[src/design/pcc_pkg.sv]
`default_nettype none

package pcc_pkg;

    localparam int CoordWidth = 16;
    localparam int FieldWidth = 16;
    localparam int CountWidth = 16;
    localparam int QueueDepth = 4;

    localparam logic [CountWidth-1:0] CountMax = '1;

    typedef struct packed {
        logic signed [FieldWidth-1:0] vertex_x;
        logic signed [FieldWidth-1:0] vertex_y;
        logic                         last;
    } t_vertex_in;

    typedef struct packed {
        logic                  is_convex;
        logic [CountWidth-1:0] vertex_count;
    } t_result;

    // position of a vertex inside its polygon
    typedef enum logic [1:0] {
        VC_FIRST  = 2'd0,
        VC_SECOND = 2'd1,
        VC_THIRD  = 2'd2,
        VC_MIDDLE = 2'd3
    } t_vclass;

    typedef struct packed {
        t_vclass               vclass;
        logic                  last;
        logic [CountWidth-1:0] count;
    } t_q_ctrl;

endpackage

`default_nettype wire

[src/design/pcc_fifo.sv]
`default_nettype none

module pcc_fifo #(
    parameter int DATA_W = 8,
    parameter int DEPTH  = pcc_pkg::QueueDepth
) (
    input  wire               i_clk,
    input  wire               i_rst_n,
    input  wire               i_push,
    input  wire  [DATA_W-1:0] i_data,
    input  wire               i_pop,
    output logic              o_full,
    output logic              o_valid,
    output logic [DATA_W-1:0] o_data
);
    localparam int AddrW = (DEPTH > 1) ? $clog2(DEPTH) : 1;

    logic [DATA_W-1:0] r_mem [DEPTH];
    logic [AddrW-1:0]  r_wr_ptr;
    logic [AddrW-1:0]  r_rd_ptr;
    logic [AddrW:0]    r_count;

    assign o_full  = (r_count == (AddrW+1)'(DEPTH));
    assign o_valid = (r_count != '0);
    assign o_data  = r_mem[r_rd_ptr];

    always_ff @(posedge i_clk) begin
        if (i_push) begin
            r_mem[r_wr_ptr] <= i_data;
        end
    end

    always_ff @(posedge i_clk) begin
        if (!i_rst_n) begin
            r_wr_ptr <= '0;
            r_rd_ptr <= '0;
            r_count  <= '0;
        end else begin
            if (i_push) begin
                r_wr_ptr <= (r_wr_ptr == AddrW'(DEPTH-1)) ? '0 : r_wr_ptr + 1'b1;
            end
            if (i_pop) begin
                r_rd_ptr <= (r_rd_ptr == AddrW'(DEPTH-1)) ? '0 : r_rd_ptr + 1'b1;
            end
            if (i_push && !i_pop) begin
                r_count <= r_count + 1'b1;
            end else if (i_pop && !i_push) begin
                r_count <= r_count - 1'b1;
            end
        end
    end

endmodule

`default_nettype wire

[config.mk]
export PLATFORM = sky130hd
export DESIGN_NAME = pcc_fifo
export DESIGN_NICKNAME = d
export VERILOG_FILES = /design/src/design/pcc_pkg.sv /design/src/design/pcc_fifo.sv
export SDC_FILE = /design/constraint.sdc
export NUM_CORES = 1
export LEC_CHECK = 0
export BUFFER_PORTS_ARGS = -buffer_cell sky130_fd_sc_hd__buf_2
export CAP_MARGIN = 20
export CELL_PAD_IN_SITES_DETAIL_PLACEMENT = 0
export CELL_PAD_IN_SITES_GLOBAL_PLACEMENT = 1
export CORE_UTILIZATION = 40
export CTS_CLUSTER_SIZE = 20
export DETAILED_ROUTE_END_ITERATION = 6
export PLACE_DENSITY = 0.76
export SLEW_MARGIN = 10
export SYNTH_ARGS = -nofsm -noshare
export SYNTH_HDL_FRONTEND = slang
export SYNTH_SLANG_ARGS = --single-unit
[constraint.sdc]
create_clock -name i_clk -period 1.4 [get_ports i_clk]
set_input_delay 0.07 -clock i_clk [delete_from_list [all_inputs] [get_ports i_clk]]
set_output_delay 0.07 -clock i_clk [all_outputs]
set_load 0.03 [all_outputs]
==> impl_metrics.ini <==
[min_path]
hold_class = in -> reg

[logic_synthesis]
ys.flop_type = edfxtp_1
synth_area_leaders = edfxtp_1 59%, dfxtp_1 11%, mux4_2 11%, ha_1 4.6%, mux2i_1 2.5%
synth_nets = 105
synthesis.instances = 86
synth.most_common_cell = edfxtp_1
synth_area_sq_um = 1620
ys_ff_latch = 41
yosysTopAreaCell = edfxtp_1
syn_area_per_cell_sq_um = 18.8
yosysSeqAreaShare = 0.706
synthDistinctLibCells = 20
ys_async_sr_fraction = 0
yosysTopAreaCellShare = 0.594
ys_warn_count = 0
synthTopCellsByCount = 32 x edfxtp_1, 9 x dfxtp_1, 8 x mux4_2
synth_edf_count = 32

[global_route]
grt_pass1_wl_um = 4230
grt_max_degree = 14
grt-ovfl-total = 0
antenna_found_initial = 0
grt_use_total = 0.140
grt_pass1_vias = 891

[sta]
worstMarginPinSlew_ps = 179
final.setup.worst_slack_ps = -124
final.period_utilization = 1.09
rsz0062_at_grt = true
max_slew_margin = 0.881
max_freq_ghz = 0.656
period_needed_ps = 1520
finClkSkew_ps = 2.47
finalHoldViolCount = 0
setup_viol = 8
slew_violations = 0

[placement]
place_area_sq_um = 1890
dpl.hpwl_um = 1760
dp_cells = 165
gp_congestion = 0.732
numPortBuffers = 21

[pwr]
p_comb_frac = 0.179
fin_total_pwr_mw = 2.63
intPower_mw = 1.97
swShare = 0.252
clkPwrFrac = 0.280
seqPwrFrac = 0.541
power_switching_mw = 0.662
power_density_nw_per_um2 = 1240
irDropWorstVdd_mv = 0.542
p_leak_nw = 0.801

[routing]
avgViaCountPerCell = 4.86
drt_iter0_drc = 20
routed_wl_um = 2460
vias = 879
final_antenna_net_count = 0
drc = 0
first_pass_iters = 4
avgRoutedWirePerCell_um = 13.6

[floorplanning]
row_count = 22
dieArea_sq_um = 4300
die_y_um = 65.6
io_pins = 22
fp.coreArea_sq_um = 3770
initial_core_util = 0.429
die_w_um = 65.6

[critical_path]
crit_type = reg -> out
crit_fanout = 8
arrival_ps = 1450
worst_setup_path_end_kind = output pin
startpoint_type = flop
worstPathRequired_ps = 1330

[outcome]
status = complete, but fails checks
violations = negative setup slack

[clocking]
postCtsSetupBuffers = 0
cts_root_buf = clkbuf_8
path_clk_slew_ps = 80
numCtsBuffers = 5
clock_path_buffers = 2
clock_latency_ps = 290
cts_tree = done
h-tree-depth = 2
cts_num_sinks = 41

[cells_and_area]
stdcell_area_sq_um = 2120
n_antenna_cell = 0
area_growth_pct = 30.9
n_fill_cell = 302
finalNetCount = 151
drive_above_1_share = 0.398
instances_no_fill = 181

[run]
max_cap_viol_count = 0
## sequential cells by signal, summed over array words and instances, names as in the netlist, named ones only
name and flops:
r_count 3, r_mem 32, r_rd_ptr 2, r_wr_ptr 2
## final cells by class
class / count / area, sq um / area share
Clock inverter: 3 / 17.5 / 0.00828
Sequential cell: 41 / 1140 / 0.541
Tap cell: 48 / 60.1 / 0.0284
Inverter: 4 / 15.0 / 0.00710
Multi-Input combinational cell: 39 / 447 / 0.211
Clock buffer: 5 / 68.8 / 0.0325
Timing Repair Buffer: 41 / 363 / 0.171
## worst max-delay path: stages (launching register included)
cell and delay (ps):
dfxtp_2 350, buf_12 140, mux4_2 520, buf_6 160
## final timing paths
| kind | start | endpoint | slack (ps) | cells past startpoint |
|---|---|---|---|---|
| max | flop | o_data[1] | -120 | 3 |
| min | i_rst_n | flop | 70 | 2 |
| min reg2reg | r_count[2] | r_count[2] | 510 | 2 |
| max reg2reg | r_count[0] | r_count[2] | 30 | 4 |
## power by group through the flow
stage,Sequential (mW),Combinational (mW),Clock (mW)
after floorplan,1.44,0.268,0
after global placement,1.44,0.403,0
after detailed placement,1.45,0.413,0
after CTS,1.42,0.477,0.759
after global routing,1.43,0.511,0.802
final,1.42,0.471,0.737
## stage by stage
step	utilization	setup slack (ps)	hold WS, ps	setup TNS [ps]
2_1_floorplan	-	10.5	169	0
3_3_place_gp	0.502	-65.8	282	-65.8
3_5_place_dp	0.502	-141	294	-141
4_1_cts	0.560	-148	56.7	-1080
5_1_grt	0.561	-176	72.5	-1340
6_report	0.561	-124	66.5	-909
## layout by cell type, fill, tap and decap left out, types with 3 or more instances in the layout
cell           count
dlygate4sd3_1      8
inv_1              4
ha_1               6
buf_2             13
mux4_2             8
edfxtp_1          32
dfxtp_2            3
dfxtp_1            6
clkbuf_8           5
nor2b_1            5
buf_6              8
buf_4              9
buf_12             3
mux2i_1            4
and2_1             5
## per-layer routing
metal,wire length (um),vias to the layer above,global-route usage
met1,1060,436,0.160
met4,52,0,0.0652
met5,0,-,0
met2,1250,19,0.231
li1,-,417,-
met3,100,7,0.0521
## cells by family (layout without fill, tap and decap cells)
kind of cell               Yosys count  count (layout)  share of synthesized area
AOI/OAI and AO/OA                    3               3                     0.0124
xor gates and xnor gates             2               2                     0.0108
adders and majority gates            7               7                     0.0588
buffers and inverters                6              53                     0.0193
DFF                                 41              41                      0.706
muxes                               12              12                      0.136
and+or+nand+nor                     15              15                     0.0565
## what timing repair did
item / CTS / global route
pin swaps: 0 / 1
gates resized for setup: 18 / 2
hold buffers: 8 / 0
hold endpoints to repair: 32 / 0
endpoints found under the setup margin: 9 / 10
No activity file was read; power rests on OpenSTA's default activity.
