## config.mk

```make
export PLATFORM = sky130hd
export DESIGN_NAME = pcc_front
export DESIGN_NICKNAME = d
export VERILOG_FILES = /design/src/design/pcc_pkg.sv /design/src/design/pcc_front.sv
export SDC_FILE = /design/constraint.sdc
export NUM_CORES = 1
export LEC_CHECK = 0
export ABC_AREA = 1
export BUFFER_PORTS_ARGS = -buffer_cell sky130_fd_sc_hd__buf_2
export CORE_MARGIN = 5
export CORE_UTILIZATION = 43
export DETAILED_ROUTE_END_ITERATION = 16
export PLACE_DENSITY = 0.83
export SETUP_SLACK_MARGIN = 0.5
export SLEW_MARGIN = 20
export SYNTH_ARGS = -nofsm -noshare
export SYNTH_HDL_FRONTEND = slang
export SYNTH_SLANG_ARGS = --single-unit
```

## constraint.sdc

```tcl
create_clock -name i_clk -period 1.6 [get_ports i_clk]
set_input_delay 0.08 -clock i_clk [delete_from_list [all_inputs] [get_ports i_clk]]
set_output_delay 0.08 -clock i_clk [all_outputs]
set_load 0.01 [all_outputs]
```

## src/design/pcc_pkg.sv

```systemverilog
`default_nettype none

package pcc_pkg;

    localparam int CoordWidth = 16;
    localparam int FieldWidth = 16;
    localparam int CountWidth = 16;
    localparam int QueueDepth = 4;

    localparam logic [CountWidth-1:0] CountMax = '1;

    typedef struct packed {
        logic signed [FieldWidth-1:0] vertex_x;
        logic signed [FieldWidth-1:0] vertex_y;
        logic                         last;
    } t_vertex_in;

    typedef struct packed {
        logic                  is_convex;
        logic [CountWidth-1:0] vertex_count;
    } t_result;

    // position of a vertex inside its polygon
    typedef enum logic [1:0] {
        VC_FIRST  = 2'd0,
        VC_SECOND = 2'd1,
        VC_THIRD  = 2'd2,
        VC_MIDDLE = 2'd3
    } t_vclass;

    typedef struct packed {
        t_vclass               vclass;
        logic                  last;
        logic [CountWidth-1:0] count;
    } t_q_ctrl;

endpackage

`default_nettype wire

```

## src/design/pcc_front.sv

```systemverilog
`default_nettype none

module pcc_front #(
    parameter int COORD_WIDTH = pcc_pkg::CoordWidth
) (
    input  wire                          i_clk,
    input  wire                          i_rst_n,
    input  wire                          i_valid,
    input  pcc_pkg::t_vertex_in          i_vertex,
    input  wire                          i_q_full,
    output logic                         o_ready,
    output logic                         o_push,
    output logic signed [COORD_WIDTH-1:0] o_x,
    output logic signed [COORD_WIDTH-1:0] o_y,
    output pcc_pkg::t_q_ctrl             o_ctrl
);
    import pcc_pkg::*;

    logic [CountWidth-1:0] r_count;
    logic [CountWidth-1:0] n_count;
    logic [CountWidth-1:0] count_inc;

    // keep the low coordinate bits, sign extended
    if (COORD_WIDTH <= FieldWidth) begin : g_narrow
        assign o_x = i_vertex.vertex_x[COORD_WIDTH-1:0];
        assign o_y = i_vertex.vertex_y[COORD_WIDTH-1:0];
    end else begin : g_wide
        assign o_x = COORD_WIDTH'(i_vertex.vertex_x);
        assign o_y = COORD_WIDTH'(i_vertex.vertex_y);
    end

    assign o_ready = !i_q_full;
    assign o_push  = i_valid && !i_q_full;

    assign count_inc = (r_count == CountMax) ? r_count : r_count + 1'b1;

    always_comb begin
        unique case (r_count)
            CountWidth'(0): o_ctrl.vclass = VC_FIRST;
            CountWidth'(1): o_ctrl.vclass = VC_SECOND;
            CountWidth'(2): o_ctrl.vclass = VC_THIRD;
            default:        o_ctrl.vclass = VC_MIDDLE;
        endcase
        o_ctrl.last  = i_vertex.last;
        o_ctrl.count = count_inc;
    end

    always_comb begin
        n_count = r_count;
        if (o_push) begin
            n_count = i_vertex.last ? '0 : count_inc;
        end
    end

    always_ff @(posedge i_clk) begin
        if (!i_rst_n) begin
            r_count <= '0;
        end else begin
            r_count <= n_count;
        end
    end

endmodule

`default_nettype wire

```

==> key figures <==
Critical path
  • R2R setup slack: 0.08 ns
  • Worst Path Arrival: 1.75 ns
  • Worst setup SP type: flop
  • Crit Path Class: reg2out
  • R2r worst-path depth: 9
  • Worst EP required: 1.52 ns
  • Worst-path fanout max: 6
  • Worst r2r dst: r_count[12]
  • R2R Path Start: r_count[1]
  • Setup crit end kind: output pin

Layout
  • # diodes: 0
  • Largest register FFs: 16
  • Share of post-route cells with drive strength above 1: 38.4%
  • Commonest non-fill, non-tap cell in the layout: nand2_1
  • Top flop regs: r_count (16)
  • Largest register by flop count: r_count
  • Layout Nets: 279
  • P&R area growth vs syn: 15.6%
  • Most frequent cells in the layout: nand2_1, inv_1, buf_2

Routing
  • Top Metal Used: met4
  • Residual DRC: 0
  • Routed wire length per instance: 13.0 um
  • Via count of the routed design: between 1000 and 1500
  • Iteration-0 DRC Markers: 123
  • DRT met1 WL: 1.45 mm
  • Met3 routed WL: 276 um
  • DRT Pass-1 Iters: 4
  • Final WL: 3.68 mm
  • Met2 routed WL: between 1.5 and 2 mm
  • Antenna Nets Post-Route: 0
  • DR vias/cell: 4.95

Worst hold path
  • WHS Endpoint: o_x[12]
  • Hold Startpoint: i_vertex[29]
  • HP Class: in2out
  • Hold Path Depth: 0

Floorplanning
  • I/O pins: 90
  • Core footprint: 3310 sq um
  • Row count: 21
  • Initial Util: 44.1%
  • Die H: around 68 um
  • Die W: 68.2 um
  • Total Die Area: 4660 sq um

Clock network
  • Clock slew at reported path FFs: roughly 0.1 ns
  • Clk buf depth: 2
  • CTS HTree Levels: 1
  • Sink Count: 16
  • Clock Latency Late Sink: between 0.3 and 0.4 ns
  • Num CTS Buffers: 3
  • CTS tree: done
  • CTS Root Buffer Type: clkbuf_4

Pwr
  • Leakage: between 0.0007 and 0.0008 uW
  • Peak supply drop: 0.000293 V
  • Pwr Density: 449 nW/um^2

Logic synthesis
  • YS warnings: 0
  • Cell area after synthesis: 1460 sq um
  • Register area share after synthesis: 22.0%
  • Syn avg cell area: 6.37 sq um
  • Syn_nets: 270
  • Seq cells post-synth: 16
  • Synth cell types: 24
  • Cells after Synth: 229

STA
  • Worst slew pin tran: between 0.6 and 0.7 ns
  • Post-Route Skew: about 0.0041 ns
  • Final hold violation count: 0
  • Final Setup Violations: 17
  • Sum Neg Setup Slack: -2.50 ns
  • Final slew viol count: 0
  • Worst setup margin: -0.227 ns
  • Fmax: 547 MHz
  • Post-route clock period utilization: 114%
  • Unrepaired setup endpoints after global routing: true
  • Final worst path period need: 1.83 ns
  • Slew HR: 58.6%

Status
  • Status: finished, violations left
  • Failing checks: setup timing

Global routing
  • First-pass GRT wire length: 5.82 mm
  • Vias in the first global route: 1274
  • Pin count of the biggest net entering global routing: 18
  • GRT Total Usage: 16.2%
  • Initial antenna violation count: 0
  • GRT overflow: 0

Job
  • Max-cap violations: 0

Placed design
  • GPL Wtd Cong: 0.983
  • Pre-CTS setup slack: 0.118 ns
  • DPL Wire Length: about 2.5 mm
  • Buffers on Ports: 25
[metal layers]
| layer | vias up | track usage (%) |
|---|---|---|
| li1 | 699 | - |
| met1 | 644 | 19.9 |
| met2 | 49 | 28.0 |
| met3 | 8 | 4.11 |
| met4 | 0 | 3.72 |
| met5 | - | 0 |
[kinds of logic (layout without fill, tap and decap cells)]
logic type / after synthesis / count (layout) / synth area share, %
flip-flops: 16 / 16 / 22.0
AND/OR/NAND/NOR: 117 / 117 / 37.2
AO/OA/AOI/OAI: 25 / 25 / 9.26
XOR/XNOR: 4 / 4 / 2.40
buffers and inverters: 63 / 71 / 25.7
adder cells (fa/ha/maj): 4 / 4 / 3.43
[synthesized netlist by cell type (all sizes together)]
cell type	n	area, sq um
o21bai	2	15.0
a21oi	16	80.1
clkbuf	2	7.51
o21ai	5	25.0
dfxtp	16	320
ha	4	50.1
o21a	1	7.51
nand4	5	31.3
buf	35	270
nand2	63	262
nand3	18	90.1
and2	1	6.26
xor2	4	35.0
nor2	23	111
or2	6	37.5
o211ai	1	7.51
inv	26	97.6
nor3	1	5.00
[worst max path at each step]
| stage | startpoint | to | slack (ns) | cells after the start |
|---|---|---|---|---|
| 6_report | r_count[1] | o_ctrl[12] | -0.23 | 9 |
| 5_1_grt | r_count[1] | o_ctrl[12] | -0.31 | 9 |
| 4_1_cts | r_count[1] | o_ctrl[1] | -0.17 | 9 |
| 3_5_place_dp | r_count[1] | o_ctrl[14] | 0.12 | 8 |
| 3_3_place_gp | r_count[1] | o_ctrl[14] | 0.15 | 8 |
| 2_1_floorplan | r_count[1] | r_count[1] | 0.31 | 10 |
[power by group]
group | switching, uW | internal (uW)
clock | 147 | 139
combinational | 42.9 | 28.5
sequential | 2.47 | 397
total | 193 | 565
[cell type report]
| type | count | area, sq um |
|---|---|---|
| clock buffers | 4 | 36.3 |
| fillers | 360 | 1620 |
| inverters | 26 | 103 |
| multi-input cells | 150 | 865 |
| flip-flops and latches | 16 | 334 |
| well taps | 46 | 57.6 |
| repair buffers | 41 | 292 |
[worst max-delay path, stage by stage (launching register included)]
cell and delay, ns:
dfxtp_4 0.40, ha_4 0.15, inv_4 0.04, nor2_4 0.13
nand2_4 0.11, nor2_4 0.16, buf_4 0.14, nand2_2 0.05
o21a_1 0.11, buf_2 0.13
[timing repair]
| action | CTS | global route |
|---|---|---|
| pin swaps | 11 | 10 |
| endpoints found under the setup margin | 34 | 34 |
| hold buffers | 0 | 0 |
| resized for setup | 20 | 21 |
| setup buffers | 8 | 5 |
[through the flow]
stage	area, sq um	utilization (%)	power (uW)	hold WS (ns)	cells
detailed placement	1410	42.7	471	0.160	266
CTS	1580	47.8	753	0.160	278
floorplan	1490	-	530	0.211	229
finish	1690	50.9	757	0.160	283
global route	1690	50.9	791	0.160	283
global placement	1410	42.7	470	0.160	266
Power figures use the tool's default switching activity.
